<file path="src/amdfw_pkg.sv">
// ----------------------------------------------------------------------------
// amdfw_pkg - shared types and constants
// Field widths, operation codes and register indexes of the depth-first walk.
// ----------------------------------------------------------------------------
`default_nettype none

package amdfw_pkg;

    localparam int OP_W       = 2;
    localparam int VNUM_W     = 5;
    localparam int EDGE_IN_W  = 8;
    localparam int START_W    = 4;
    localparam int CFG_IDX_W  = 1;
    localparam int CFG_DATA_W = 5;

    typedef enum logic [OP_W-1:0] {
        OP_ADD_EDGE  = 2'd0,
        OP_NORMALIZE = 2'd1,
        OP_EXPLORE   = 2'd2,
        OP_CLEAR     = 2'd3
    } t_op;

    typedef enum logic [CFG_IDX_W-1:0] {
        CFG_VERTEX_COUNT = 1'd0,
        CFG_DIRECTED     = 1'd1
    } t_cfg_idx;

endpackage

`default_nettype wire

</file>
<file path="src/amdfw_req_if.sv">
// ----------------------------------------------------------------------------
// amdfw_req_if - request channel
// Valid/ready channel carrying one operation request.
// ----------------------------------------------------------------------------
`default_nettype none

interface amdfw_req_if;
    logic                                valid;
    logic                                ready;
    amdfw_pkg::t_op                      operation;
    logic [amdfw_pkg::VNUM_W-1:0]        origin;
    logic [amdfw_pkg::VNUM_W-1:0]        destination;
    logic [amdfw_pkg::EDGE_IN_W-1:0]     edge_value;
    logic [amdfw_pkg::START_W-1:0]       start_vertex;

    modport source (
        output valid, operation, origin, destination, edge_value, start_vertex,
        input  ready
    );
    modport sink (
        input  valid, operation, origin, destination, edge_value, start_vertex,
        output ready
    );
endinterface

`default_nettype wire

</file>
<file path="src/amdfw_res_if.sv">
// ----------------------------------------------------------------------------
// amdfw_res_if - result channel
// Valid/ready channel carrying one visited vertex of a walk.
// ----------------------------------------------------------------------------
`default_nettype none

interface amdfw_res_if;
    logic                          valid;
    logic                          ready;
    logic [amdfw_pkg::VNUM_W-1:0]  visited_vertex;
    logic                          last;

    modport source (
        output valid, visited_vertex, last,
        input  ready
    );
    modport sink (
        input  valid, visited_vertex, last,
        output ready
    );
endinterface

`default_nettype wire

</file>
<file path="src/amdfw_ram.sv">
// ----------------------------------------------------------------------------
// amdfw_ram - generic memory
// One write port, one read port with registered read data.
// ----------------------------------------------------------------------------
`default_nettype none

module amdfw_ram #(
    parameter int WIDTH = 8,
    parameter int DEPTH = 16,
    localparam int AW   = (DEPTH > 1) ? $clog2(DEPTH) : 1
) (
    input  wire logic                 i_clk,
    input  wire logic                 i_we,
    input  wire logic [AW-1:0]        i_waddr,
    input  wire logic [WIDTH-1:0]     i_wdata,
    input  wire logic [AW-1:0]        i_raddr,
    output logic      [WIDTH-1:0]     o_rdata
);
    logic [WIDTH-1:0] r_mem [DEPTH];

    always_ff @(posedge i_clk) begin
        if (i_we) begin
            r_mem[i_waddr] <= i_wdata;
        end
        o_rdata <= r_mem[i_raddr];
    end

endmodule

`default_nettype wire

</file>
<file path="src/adjacency_matrix_depth_first_walk.sv">
// ----------------------------------------------------------------------------
// adjacency_matrix_depth_first_walk - depth-first walk over an edge matrix
// Holds an edge matrix and visited marks; adds edges, normalizes, clears
// marks and walks depth first from a start vertex, one result per vertex.
//
//   channel   dir  handshake     payload
//   i_req     in   valid/ready   operation, origin, destination,
//                                edge_value, start_vertex
//   o_res     out  valid/ready   visited_vertex, last
//   i_cfg_*   in   write enable  register index, write data
//
// add edge also writes the mirrored cell when the graph is undirected
// normalize reads and checks each active entry in turn, row by row
// explore scans columns and pops a parent frame on each backtrack, paced by
// the single read port of the matrix memory
// after reset a clearing pass zeroes every cell of the matrix
// a stalled result stalls the walk only when the next vertex must be emitted
// ----------------------------------------------------------------------------
`default_nettype none

module adjacency_matrix_depth_first_walk #(
    parameter int MAX_VERTICES    = 16,
    parameter int EDGE_VALUE_BITS = 8
) (
    input  wire logic                               i_clk,
    input  wire logic                               i_rst_n,
    input  wire logic                               i_cfg_we,
    input  wire logic [amdfw_pkg::CFG_IDX_W-1:0]    i_cfg_idx,
    input  wire logic [amdfw_pkg::CFG_DATA_W-1:0]   i_cfg_data,
    amdfw_req_if.sink                               i_req,
    amdfw_res_if.source                             o_res
);
    localparam int VW  = (MAX_VERTICES > 1) ? $clog2(MAX_VERTICES) : 1;
    localparam int CW  = $clog2(MAX_VERTICES + 1);
    localparam int MD  = MAX_VERTICES * MAX_VERTICES;
    localparam int AW  = $clog2(MD);
    localparam int SW  = VW + CW;
    localparam logic [EDGE_VALUE_BITS-1:0] ONE_VAL = EDGE_VALUE_BITS'(1);
    localparam logic [CW-1:0] LAST_IDX = CW'(MAX_VERTICES - 1);

    typedef enum logic [3:0] {
        S_CLEAR,
        S_IDLE,
        S_ADD_MIRROR,
        S_NORM_RD,
        S_NORM_CHK,
        S_SCAN_RD,
        S_SCAN_CHK,
        S_POP_WAIT,
        S_FINISH
    } t_state;

    t_state                         r_state;
    logic [amdfw_pkg::VNUM_W-1:0]   r_vertex_count;
    logic                           r_directed;
    logic [MAX_VERTICES-1:0]        r_visited;
    logic [VW-1:0]                  r_cur_v;
    logic [CW-1:0]                  r_col;
    logic [VW-1:0]                  r_depth;
    logic [VW-1:0]                  r_pend;
    logic [VW-1:0]                  r_add_row;
    logic [VW-1:0]                  r_add_col;
    logic [EDGE_VALUE_BITS-1:0]     r_add_val;
    logic                           r_out_valid;
    logic [amdfw_pkg::VNUM_W-1:0]   r_out_vertex;
    logic                           r_out_last;

    logic [CW-1:0]                  active_n;
    logic [CW-1:0]                  active_last;
    logic                           req_fire;
    logic                           add_ok;
    logic                           start_ok;
    logic [VW-1:0]                  org_idx;
    logic [VW-1:0]                  dst_idx;
    logic [EDGE_VALUE_BITS-1:0]     in_val;
    logic                           out_free;
    logic                           out_load;
    logic [VW-1:0]                  col_idx;
    logic                           enter;
    logic [amdfw_pkg::VNUM_W-1:0]   pend_num;

    logic                           mat_we;
    logic [AW-1:0]                  mat_waddr;
    logic [EDGE_VALUE_BITS-1:0]     mat_wdata;
    logic [AW-1:0]                  mat_raddr;
    logic [EDGE_VALUE_BITS-1:0]     mat_rdata;

    logic                           stk_we;
    logic [SW-1:0]                  stk_wdata;
    logic [VW-1:0]                  stk_raddr;
    logic [SW-1:0]                  stk_rdata;

    function automatic logic [AW-1:0] cell_addr(input logic [VW-1:0] row,
                                                input logic [VW-1:0] col);
        return AW'(AW'(row) * AW'(MAX_VERTICES) + AW'(col));
    endfunction

    always_comb begin
        if (int'(r_vertex_count) > MAX_VERTICES) begin
            active_n = CW'(MAX_VERTICES);
        end else begin
            active_n = CW'(r_vertex_count);
        end
    end

    assign active_last = active_n - CW'(1);
    assign req_fire    = i_req.valid && i_req.ready;
    assign add_ok      = (i_req.origin != '0) && (i_req.destination != '0) &&
                         (int'(i_req.origin) <= MAX_VERTICES) &&
                         (int'(i_req.destination) <= MAX_VERTICES);
    assign start_ok    = int'(i_req.start_vertex) < MAX_VERTICES;
    assign org_idx     = VW'(i_req.origin - amdfw_pkg::VNUM_W'(1));
    assign dst_idx     = VW'(i_req.destination - amdfw_pkg::VNUM_W'(1));
    assign in_val      = EDGE_VALUE_BITS'(i_req.edge_value);
    assign out_free    = !r_out_valid || o_res.ready;
    assign col_idx     = r_col[VW-1:0];
    assign enter       = !r_visited[col_idx] && (mat_rdata != '0);
    assign pend_num    = amdfw_pkg::VNUM_W'(32'(r_pend) + 1);
    assign out_load    = ((r_state == S_SCAN_CHK) && enter && out_free) ||
                         ((r_state == S_FINISH) && out_free);

    // matrix write port: sweep, edge writes, normalize zeroing
    always_comb begin
        mat_we    = 1'b0;
        mat_waddr = cell_addr(r_cur_v, col_idx);
        mat_wdata = '0;
        case (r_state)
            S_CLEAR: begin
                mat_we = 1'b1;
            end
            S_IDLE: begin
                mat_we    = req_fire && (i_req.operation == amdfw_pkg::OP_ADD_EDGE) &&
                            add_ok;
                mat_waddr = cell_addr(org_idx, dst_idx);
                mat_wdata = in_val;
            end
            S_ADD_MIRROR: begin
                mat_we    = 1'b1;
                mat_waddr = cell_addr(r_add_col, r_add_row);
                mat_wdata = r_add_val;
            end
            S_NORM_CHK: begin
                mat_we = (mat_rdata != ONE_VAL);
            end
            default: begin
                mat_we = 1'b0;
            end
        endcase
    end

    assign mat_raddr = cell_addr(r_cur_v, col_idx);

    // parent frames; the current frame lives in r_cur_v / r_col
    assign stk_we    = (r_state == S_SCAN_CHK) && enter && out_free;
    assign stk_wdata = {r_cur_v, r_col + CW'(1)};
    assign stk_raddr = r_depth - VW'(1);

    amdfw_ram #(
        .WIDTH (EDGE_VALUE_BITS),
        .DEPTH (MD)
    ) u_matrix (
        .i_clk   (i_clk),
        .i_we    (mat_we),
        .i_waddr (mat_waddr),
        .i_wdata (mat_wdata),
        .i_raddr (mat_raddr),
        .o_rdata (mat_rdata)
    );

    amdfw_ram #(
        .WIDTH (SW),
        .DEPTH (MAX_VERTICES)
    ) u_stack (
        .i_clk   (i_clk),
        .i_we    (stk_we),
        .i_waddr (r_depth),
        .i_wdata (stk_wdata),
        .i_raddr (stk_raddr),
        .o_rdata (stk_rdata)
    );

    always_ff @(posedge i_clk) begin
        if (!i_rst_n) begin
            r_state        <= S_CLEAR;
            r_vertex_count <= '0;
            r_directed     <= 1'b0;
            r_visited      <= '0;
            r_cur_v        <= '0;
            r_col          <= '0;
            r_depth        <= '0;
            r_out_valid    <= 1'b0;
        end else begin
            if (i_cfg_we) begin
                case (i_cfg_idx)
                    amdfw_pkg::CFG_VERTEX_COUNT: r_vertex_count <= i_cfg_data;
                    amdfw_pkg::CFG_DIRECTED:     r_directed     <= i_cfg_data[0];
                    default: ;
                endcase
            end

            if (out_load) begin
                r_out_valid <= 1'b1;
            end else if (o_res.ready) begin
                r_out_valid <= 1'b0;
            end

            case (r_state)
                S_CLEAR: begin
                    if (r_col == LAST_IDX) begin
                        r_col <= '0;
                        if (CW'(r_cur_v) == LAST_IDX) begin
                            r_cur_v <= '0;
                            r_state <= S_IDLE;
                        end else begin
                            r_cur_v <= r_cur_v + VW'(1);
                        end
                    end else begin
                        r_col <= r_col + CW'(1);
                    end
                end

                S_IDLE: begin
                    if (req_fire) begin
                        case (i_req.operation)
                            amdfw_pkg::OP_ADD_EDGE: begin
                                r_add_row <= org_idx;
                                r_add_col <= dst_idx;
                                r_add_val <= in_val;
                                if (add_ok && !r_directed) begin
                                    r_state <= S_ADD_MIRROR;
                                end
                            end
                            amdfw_pkg::OP_NORMALIZE: begin
                                r_cur_v <= '0;
                                r_col   <= '0;
                                if (active_n != '0) begin
                                    r_state <= S_NORM_RD;
                                end
                            end
                            amdfw_pkg::OP_EXPLORE: begin
                                if (start_ok) begin
                                    r_visited[VW'(i_req.start_vertex)] <= 1'b1;
                                    r_pend  <= VW'(i_req.start_vertex);
                                    r_cur_v <= VW'(i_req.start_vertex);
                                    r_col   <= '0;
                                    r_depth <= '0;
                                    r_state <= S_SCAN_RD;
                                end
                            end
                            amdfw_pkg::OP_CLEAR: begin
                                r_visited <= '0;
                            end
                            default: ;
                        endcase
                    end
                end

                S_ADD_MIRROR: begin
                    r_state <= S_IDLE;
                end

                S_NORM_RD: begin
                    r_state <= S_NORM_CHK;
                end

                S_NORM_CHK: begin
                    if (r_col == active_last) begin
                        r_col <= '0;
                        if (CW'(r_cur_v) == active_last) begin
                            r_cur_v <= '0;
                            r_state <= S_IDLE;
                        end else begin
                            r_cur_v <= r_cur_v + VW'(1);
                            r_state <= S_NORM_RD;
                        end
                    end else begin
                        r_col   <= r_col + CW'(1);
                        r_state <= S_NORM_RD;
                    end
                end

                S_SCAN_RD: begin
                    if (r_col < active_n) begin
                        r_state <= S_SCAN_CHK;
                    end else if (r_depth == '0) begin
                        r_state <= S_FINISH;
                    end else begin
                        r_state <= S_POP_WAIT;
                    end
                end

                S_SCAN_CHK: begin
                    if (enter) begin
                        // previous vertex goes out, the new one waits for its last flag
                        if (out_free) begin
                            r_out_vertex         <= pend_num;
                            r_out_last           <= 1'b0;
                            r_pend               <= col_idx;
                            r_visited[col_idx]   <= 1'b1;
                            r_depth              <= r_depth + VW'(1);
                            r_cur_v              <= col_idx;
                            r_col                <= '0;
                            r_state              <= S_SCAN_RD;
                        end
                    end else begin
                        r_col   <= r_col + CW'(1);
                        r_state <= S_SCAN_RD;
                    end
                end

                S_POP_WAIT: begin
                    r_cur_v <= stk_rdata[SW-1:CW];
                    r_col   <= stk_rdata[CW-1:0];
                    r_depth <= r_depth - VW'(1);
                    r_state <= S_SCAN_RD;
                end

                S_FINISH: begin
                    if (out_free) begin
                        r_out_vertex <= pend_num;
                        r_out_last   <= 1'b1;
                        r_state      <= S_IDLE;
                    end
                end

                default: begin
                    r_state <= S_IDLE;
                end
            endcase
        end
    end

    assign i_req.ready          = (r_state == S_IDLE);
    assign o_res.valid          = r_out_valid;
    assign o_res.visited_vertex = r_out_vertex;
    assign o_res.last           = r_out_last;

endmodule

`default_nettype wire
</file>
<file path="src/flat_wrapper.sv">
// flat-port wrapper written by rule: the top's interface ports become plain ports
module adjacency_matrix_depth_first_walk_flat 
#(
    parameter int MAX_VERTICES    = 16,
    parameter int EDGE_VALUE_BITS = 8
)
  (i_clk, i_rst_n, i_cfg_we, i_cfg_idx, i_cfg_data, i_req_valid, i_req_operation, i_req_origin, i_req_destination, i_req_edge_value, i_req_start_vertex, i_req_ready, o_res_valid, o_res_visited_vertex, o_res_last, o_res_ready);
  amdfw_req_if i_req_i ();
  amdfw_res_if o_res_i ();
  input  wire logic i_clk;
  input  wire logic i_rst_n;
  input  wire logic i_cfg_we;
  input  wire logic [amdfw_pkg::CFG_IDX_W-1:0] i_cfg_idx;
  input  wire logic [amdfw_pkg::CFG_DATA_W-1:0] i_cfg_data;
  input wire logic [$bits(i_req_i.valid)-1:0] i_req_valid;
  input wire logic [$bits(i_req_i.operation)-1:0] i_req_operation;
  input wire logic [$bits(i_req_i.origin)-1:0] i_req_origin;
  input wire logic [$bits(i_req_i.destination)-1:0] i_req_destination;
  input wire logic [$bits(i_req_i.edge_value)-1:0] i_req_edge_value;
  input wire logic [$bits(i_req_i.start_vertex)-1:0] i_req_start_vertex;
  output wire logic [$bits(i_req_i.ready)-1:0] i_req_ready;
  output wire logic [$bits(o_res_i.valid)-1:0] o_res_valid;
  output wire logic [$bits(o_res_i.visited_vertex)-1:0] o_res_visited_vertex;
  output wire logic [$bits(o_res_i.last)-1:0] o_res_last;
  input wire logic [$bits(o_res_i.ready)-1:0] o_res_ready;
  assign i_req_i.valid = i_req_valid;
  assign i_req_i.operation = i_req_operation;
  assign i_req_i.origin = i_req_origin;
  assign i_req_i.destination = i_req_destination;
  assign i_req_i.edge_value = i_req_edge_value;
  assign i_req_i.start_vertex = i_req_start_vertex;
  assign i_req_ready = i_req_i.ready;
  assign o_res_valid = o_res_i.valid;
  assign o_res_visited_vertex = o_res_i.visited_vertex;
  assign o_res_last = o_res_i.last;
  assign o_res_i.ready = o_res_ready;
  adjacency_matrix_depth_first_walk #(.MAX_VERTICES(MAX_VERTICES), .EDGE_VALUE_BITS(EDGE_VALUE_BITS)) u_core (.i_clk(i_clk), .i_rst_n(i_rst_n), .i_cfg_we(i_cfg_we), .i_cfg_idx(i_cfg_idx), .i_cfg_data(i_cfg_data), .i_req(i_req_i), .o_res(o_res_i));
endmodule
</file>
<file path="config.mk">
export PLATFORM = sky130hd
export DESIGN_NAME = adjacency_matrix_depth_first_walk_flat
export DESIGN_NICKNAME = d
export VERILOG_FILES = /design/src/amdfw_pkg.sv /design/src/amdfw_req_if.sv /design/src/amdfw_res_if.sv /design/src/amdfw_ram.sv /design/src/adjacency_matrix_depth_first_walk.sv /design/src/flat_wrapper.sv
export SDC_FILE = /design/constraint.sdc
export NUM_CORES = 2
export LEC_CHECK = 0
export CAP_MARGIN = 25
export CORE_UTILIZATION = 45
export CTS_BUF_LIST = sky130_fd_sc_hd__clkbuf_8
export DETAILED_ROUTE_END_ITERATION = 7
export DONT_BUFFER_PORTS = 1
export PLACE_DENSITY = 0.65
export REMOVE_ABC_BUFFERS = 1
export SLEW_MARGIN = 20
export SYNTH_ARGS = -nofsm -noshare
export SYNTH_HDL_FRONTEND = slang
export SYNTH_SLANG_ARGS = --single-unit
export TNS_END_PERCENT = 1
</file>
<file path="constraint.sdc">
create_clock -name i_clk -period 6.74 [get_ports i_clk]
set_input_delay 1.011 -clock i_clk [delete_from_list [all_inputs] [get_ports i_clk]]
set_output_delay 1.011 -clock i_clk [all_outputs]
set_load 0.05 [all_outputs]
</file>
* Yosys cells after proc, flatten, opt, wreduce, memory -nomap -nowiden
Memories as Yosys holds them, arrays and structs flattened. A register that Yosys moved wholly into a read port is not among the register bits.
Cells that the tools add are included.
** Word-level totals
- Bits in registers :: 66
- RAM bits :: 2192
- Input port bits :: 35
- Output and inout port bits :: 8
- Word-level logic and storage cells :: 178
- Memories :: 2
** Operators by class
- $add $sub $neg :: 11
- $lt $le $gt $ge :: 8
- Eq/ne operators :: 31
- Muxes and demuxes :: 66
- Bitwise operators :: 3
- Reductions and logical operators :: 43
** Memory list
- u_core.u_matrix.r_mem :: depth 256, bits a word 8, rd ports 1, clocked after Yosys merged registers in 1, write ports 1, line amdfw_ram.sv:19 : logic [WIDTH-1:0] r_mem [DEPTH];
- u_core.u_stack.r_mem :: depth 16, bits a word 9, rd ports 1, clocked after Yosys merged registers in 1, write ports 1, line amdfw_ram.sv:19
** Operators with widths (number)
- 4-bit two-way mux :: 23
- 16-bit one-hot mux with 2 select lines :: 2
- 16-bit two-way mux :: 3
- 5-bit two-way mux :: 9
- 16-bit bitwise OR :: 2
- 4-bit one-hot mux with 8 select lines :: 1
- 8-bit one-hot mux with 2 select lines :: 2
- 5-bit one-hot mux with 5 select lines :: 1
- 8-bit by 4-bit adder with 8-bit output :: 3
- 4-bit one-hot mux with 3 select lines :: 2
- 4-bit one-hot mux with 5 select lines :: 1
- 5-bit nonzero test :: 4
- 4-bit by 3-bit equality test with 1-bit output, second input constant :: 4
- 4-bit one-hot mux with 2 select lines :: 2
- 5-bit AND reduction :: 3
- 1-bit logical AND :: 13
- 1-bit two-way mux :: 12
- 2-bit by 1-bit inequality test with 1-bit output, second input constant :: 6
- 3-bit inequality test, second input constant :: 4
- 4-bit by 1-bit subtractor with 4-bit output, second input constant :: 3
- 5-bit less-or-equal comparator, second input constant :: 2
- 4-bit by 5-bit < comparator with 1-bit output, second input constant :: 2
- 5-bit one-hot mux with 2 select lines :: 1
- 4-bit by 1-bit adder with 4-bit output, second input constant :: 2
- 38 further kinds :: 55

* Longest topological paths before layout
- Depth after elaboration :: 9
- Gate-level depth with buffers :: 15
- Mapped depth without buffers :: 11

* Cells and area by module
Synthesis repeated with hierarchy kept, for this count alone.
** Second synthesis, totals
- Cells, all modules :: 4488
- Area, all modules :: 89592.2 µm²
** Modules (own cells, without submodules)
- amdfw_ram (u_core.u_matrix) :: instances 1, cells an instance 3733, area each 79556.3 µm², sequential area each 61659.1 µm²
- amdfw_ram (u_core.u_stack) :: instances 1, cells an instance 254, area each 5780.5 µm², sequential area each 4504.3 µm²
- adjacency_matrix_depth_first_walk :: instances 1, cells an instance 501, area each 4255.3 µm², sequential area each 1581.5 µm²

* Worst setup path before layout
OpenSTA, ideal clock, no wires.
- Path type :: flip-flop to flip-flop
- Start :: register u_core.r_state[1]
- End :: memory u_core.u_matrix.r_mem[0][0], data pin
- Setup time :: 0.866 ns
- Arrival :: 5.236 ns
- Required time :: 5.874 ns
- Path slack :: 0.639 ns
- Stages on the path, launching flop included :: 8
- Buffers on the path :: 4
- Period minus slack after synthesis :: 6.101 ns
- Cells stage by stage :: dfxtp_1 -> buf_6 -> or4b_1 -> buf_2 -> inv_2 -> buf_6 -> clkbuf_1 -> a22o_1
** Between the ends
- Longest elaborated chain between the ends :: 2
- Elaborated cells between the ends (all ways) :: 3
- Classes of those cells :: eq/ne: 2; mux: 1
** Ends and longest elaborated chain
- from (decl) :: line adjacency_matrix_depth_first_walk.sv:53 : t_state r_state;
- from (signal assigned) :: line adjacency_matrix_depth_first_walk.sv:184 : r_state <= S_CLEAR;
- from (signal assigned) :: line adjacency_matrix_depth_first_walk.sv:213 : r_state <= S_IDLE;
- from (signal assigned) :: line adjacency_matrix_depth_first_walk.sv:230 : r_state <= S_ADD_MIRROR;
- 4-bit by 1-bit equality test with 1-bit output
- net i_req_ready :: line flat_wrapper.sv:21 : output wire logic [$bits(i_req_i.ready)-1:0] i_req_ready;
- 8-bit one-hot mux with 2 select lines :: line adjacency_matrix_depth_first_walk.sv:127 : case (r_state)
- net u_core.mat_wdata[0] :: line adjacency_matrix_depth_first_walk.sv:84 : logic [EDGE_VALUE_BITS-1:0] mat_wdata;
- to (decl) :: line amdfw_ram.sv:19
The timed path passes the listed nets, and every way through them passes these cells.

* Final worst setup path
- Start :: register u_core.r_state[3]
- End :: memory u_core.u_matrix.r_mem[94][2] (netlist: u_core.u_matrix.r_mem[47][2]), enable pin
** Between the ends
- Longest elaborated chain between the ends :: 7
- Elaborated cells between the ends (all ways) :: 12
- Classes of those cells :: eq/ne: 3; mux: 4; reduce/logical: 5
** Ends and longest elaborated chain
- 4-bit by 1-bit equality test with 1-bit output (*) :: line adjacency_matrix_depth_first_walk.sv:333 : assign i_req.ready = (r_state == S_IDLE);
- net i_req_ready :: line flat_wrapper.sv:21
- 1-bit logical AND :: line adjacency_matrix_depth_first_walk.sv:107 : assign req_fire = i_req.valid && i_req.ready;
- 1-bit logical AND (2 in a row) :: line adjacency_matrix_depth_first_walk.sv:132 : mat_we = req_fire && (i_req.operation == amdfw_pkg::OP_ADD_EDGE) &&
- 1-bit one-hot mux with 3 select lines :: line adjacency_matrix_depth_first_walk.sv:127
- 1-bit two-way mux :: line amdfw_ram.sv:22 : if (i_we) begin
- 1-bit two-way mux (implied by the code) :: line amdfw_ram.sv:23 : r_mem[i_waddr] <= i_wdata;
Mark *: on every way through the listed nets, which the timed path passes. The rest lies on a longest branch.

==> qor.txt <==
Area occupied by registers: 67770 um2
Worst vdd ir: 217.0 uV
Syn Std Cell Area: 89610 um2
TNS Setup: 0 ns
Sw frac: 22.23%
Clock Power Share: 40.2%
TritonCTS clock tree: built
Maxcap violations: 0
Crit-path max cell delay: 0.83 ns
Vias in the first global route: 47642
Post-synth top area cell: edfxtp_1
Wirelength per Cell: 32.66 um
First-pass GRT wire length: 355100 um
Crit start category: flop
Worst-path cell chain: or4b_1 -> inv_2 -> nor2_2 -> a221o_1 -> nor2_2 -> nand2_1 -> nor2_1
Minimum clock period: 5.232 ns
Final core utilization: 50.55%
Crit. End Element: flop
Post-synth top area share: 74.32%
Seq/Total Area, Yosys: 75.60%
Hold Buf Count CTS: 8
DR pass1 iterations: 8
Final hold violation count: 0
Num Clock Sinks: 2275
Yosys warnings: 0
Crit Path Class: reg -> reg
DRC violations left: 1
Dpl hpwl: 152200 um
Failing checks: design-rule violations
Critical path's slowest cell: nor2_2
Share of layout cells above drive strength 1: 22.66%
Comb pwr share: 5.0%
Pwr dens: 280.5 nW/um2
Final ANT Viol Nets: 0
Max Transition Viols Final: 0
CP delay by family, top: simple AND/OR/NAND/NOR gates
Routed wire length: 251100 um
Largest net degree at the start of global routing: 144
Global placer's final weighted congestion: 0.9228
Reg-to-Reg Start: u_core.r_state[3]$_SDFFE_PN0P_
Seq pwr share: 54.9%
RSZ-0062 raised after global routing: false
Crit path required time: 7.40 ns
Vias per std cell: 6.256
Top cells by count, synth: 2218 x edfxtp_1, 486 x mux4_2, 345 x nor2_1
Lkg Pwr: 32.74 nW
NumNets Final: 4834
Worst-Margin Slew: 1.210 ns
Reg2reg setup slack: 1.51 ns
Min-Delay Endpoint: u_core.r_depth[1]$_SDFFE_PN0P_
Syn Inst Count: 4534
Setup bufs post-CTS: 0
Final setup vio count: 0
Root Buffer: clkbuf_8
Worst Path Buf+Inv: 1
Post-synth EDFFs: 2218
Worst Hold Path Cells: 1
Syn Area/Cell: 19.76 um2
Die Wd: 448.3 um
Number of buffers created by CTS: 369
Part of the cycle the worst path needs: 77.62%
Starting Density: 45.34%
Cell internal pwr: 0.02179 W
Maximum fanout along the worst path: 20
Die ar.: 200900 um2
DR vias: 48101
Most common cell in the netlist: edfxtp_1
Ys async rst share: 0%
Status: finished, violations left
Area growth syn-to-layout: 11.48%
Clock Latency Late Sink: 1.10 ns
Post-CTS sizing: 0
Rows: 163
Multi-input gate area: 20540 um2
GRT Overall Usage: 25.00%
Worst reg-to-reg path cell count: 7
Fillers: 15552
IO buf count: 0
Main synth FF type: edfxtp_1
Starting DRT DRC Count: 6688
Synth Register Bits: 2275
Min-delay src: i_rst_n
Initial antenna violation count: 9
I/O Pins: 43
Worst Skew: 0.07386 ns
Ranking of synthesized cells by area: edfxtp_1 74%, mux4_2 12%, mux2i_1 2.3%, nor2_1 1.4%, dfxtp_1 1.3%
CP most frequent cell: nor2_2
Cell variety after synth: 75
H-tree levels: 5
Worst reg2reg path endpoint: u_core.u_matrix.r_mem[47][2]$_DFFE_PP_
WP data arrival: 5.89 ns
Max Fclk: 191.1 MHz
Die span in y: 448.3 um
Clock buffer depth: 4
Core footprint: 197600 um2
Switching power: 0.006227 W
GRT overflow: 0
Hold Crit Class: in -> reg
Clock slew at reported path FFs: 0.07 ns
Worst slew margin: 19.11%
==> worst register-to-register path: stages (launching register included) <==
cell     delay (ns)
dfxtp_1        0.42
or4b_1         0.74
inv_2          0.59
nor2_2         0.24
a221o_1        0.38
nor2_2         0.83
nand2_1        0.82
nor2_1         0.80
==> cells by family (layout without fill, tap and decap cells) <==
group | count (synthesis) | after routing | share of synthesized area (%)
DFF | 2275 | 2275 | 75.60
muxes | 713 | 713 | 14.77
buffers and inverters | 306 | 811 | 1.650
adders and majority gates | 25 | 25 | 0.3491
and+or+nand+nor | 697 | 697 | 3.513
AOI/OAI and AO/OA | 497 | 497 | 3.910
xor gates and xnor gates | 21 | 21 | 0.2052
other | 0 | 10 | 0
==> layout by cell type (no fill, tap or decap), drive strengths merged, types with 9 or more instances in the layout <==
| cell type | n |
|---|---|
| a2111oi | 13 |
| a211oi | 37 |
| a21oi | 98 |
| a221oi | 29 |
| a22o | 18 |
| a22oi | 64 |
| a31oi | 23 |
| and2 | 10 |
| buf | 133 |
| bufinv | 18 |
| clkbuf | 380 |
| clkinv | 116 |
| clkinvlp | 10 |
| dfxtp | 57 |
| diode | 10 |
| edfxtp | 2218 |
| ha | 25 |
| inv | 146 |
| mux2 | 18 |
| mux2i | 209 |
| mux4 | 486 |
| nand2 | 125 |
| nand2b | 21 |
| nand3 | 61 |
| nand4 | 14 |
| nor2 | 346 |
| nor2b | 28 |
| nor3 | 47 |
| nor4 | 9 |
| o211ai | 14 |
| o21a | 22 |
| o21ai | 50 |
| o221ai | 35 |
| o22ai | 39 |
| o32ai | 9 |
| xnor2 | 11 |
| xor2 | 10 |
==> how the worst max path moves through the flow <==
| stage | endpoint | slack (ns) | depth (start not counted) | startpoint |
|---|---|---|---|---|
| global placement | u_core.u_matrix.r_mem[7][7]$_DFFE_PP_ | 1.64 | 7 | u_core.r_state[3]$_SDFFE_PN0P_ |
| floorplan | u_core.r_cur_v[2]$_SDFFE_PN0P_ | -19.37 | 7 | u_core.r_col[0]$_SDFFE_PN0P_ |
| global route | u_core.u_matrix.r_mem[47][2]$_DFFE_PP_ | 1.47 | 7 | u_core.r_state[3]$_SDFFE_PN0P_ |
| finish | u_core.u_matrix.r_mem[47][2]$_DFFE_PP_ | 1.51 | 7 | u_core.r_state[3]$_SDFFE_PN0P_ |
| CTS | u_core.u_matrix.r_mem[7][3]$_DFFE_PP_ | 1.56 | 7 | u_core.r_state[3]$_SDFFE_PN0P_ |
| detailed placement | u_core.u_matrix.r_mem[5][2]$_DFFE_PP_ | 1.59 | 7 | u_core.r_state[3]$_SDFFE_PN0P_ |
==> per-stage QoR <==
| stage | cells | instance area (um2) | hold WS (ns) | worst slack (ns) | power, W |
|---|---|---|---|---|---|
| after floorplan | 4261 | 88260 | 0.4351 | -19.37 | 0.01756 |
| after global placement | 7022 | 92880 | 0.4428 | 1.641 | 0.01703 |
| after detailed placement | 7026 | 92960 | 0.4514 | 1.587 | 0.01704 |
| after CTS | 7670 | 99790 | 0.01263 | 1.560 | 0.02812 |
| after global routing | 7684 | 99890 | 0.04901 | 1.466 | 0.02875 |
| final | 7689 | 99900 | 0.08574 | 1.508 | 0.02802 |
==> routing by layer <==
metal	wire length, um	GRT usage (%)	vias up
met5	160	0.4089	-
met4	10630	10.26	10
met3	28180	6.530	605
met2	115200	37.89	3226
met1	96930	34.46	25041
li1	-	-	19219
==> state kept, by name (all words and copies together) (netlist names) <==
| register | flops |
|---|---|
| u_core.r_state | 4 |
| u_core.r_add_row | 4 |
| u_core.o_res.visited_vertex | 5 |
| u_core.o_res.valid | 1 |
| u_core.r_pend | 4 |
| u_core.r_depth | 4 |
| u_core.r_col | 5 |
| u_core.u_stack.r_mem | 144 |
| u_core.u_matrix.r_mem | 2048 |
| u_core.o_res.last | 1 |
| u_core.r_add_val | 8 |
| u_core.r_vertex_count | 5 |
| u_core.r_directed | 1 |
| u_core.r_cur_v | 4 |
| u_core.u_matrix.o_rdata | 8 |
| u_core.r_visited | 16 |
| u_core.u_stack.o_rdata | 9 |
| u_core.r_add_col | 4 |
==> layout make-up <==
type	count	area share, %
Inverter	33	0.1240
Clock inverter	257	1.534
Sequential cell	2275	67.84
Multi-Input combinational cell	1953	20.56
Antenna cell	10	0.02505
Clock buffer	379	5.221
Tap cell	2640	3.306
Timing Repair Buffer	142	1.395
==> power groups by stage <==
stage	sequential, W	combinational, W	clock (W)
global placement	0.0157	0.00136	0
detailed placement	0.0157	0.00137	0
CTS	0.0154	0.00138	0.0114
floorplan	0.0158	0.00172	0
global route	0.0154	0.00144	0.0119
finish	0.0154	0.00139	0.0113
No activity file was read; power rests on OpenSTA's default activity.
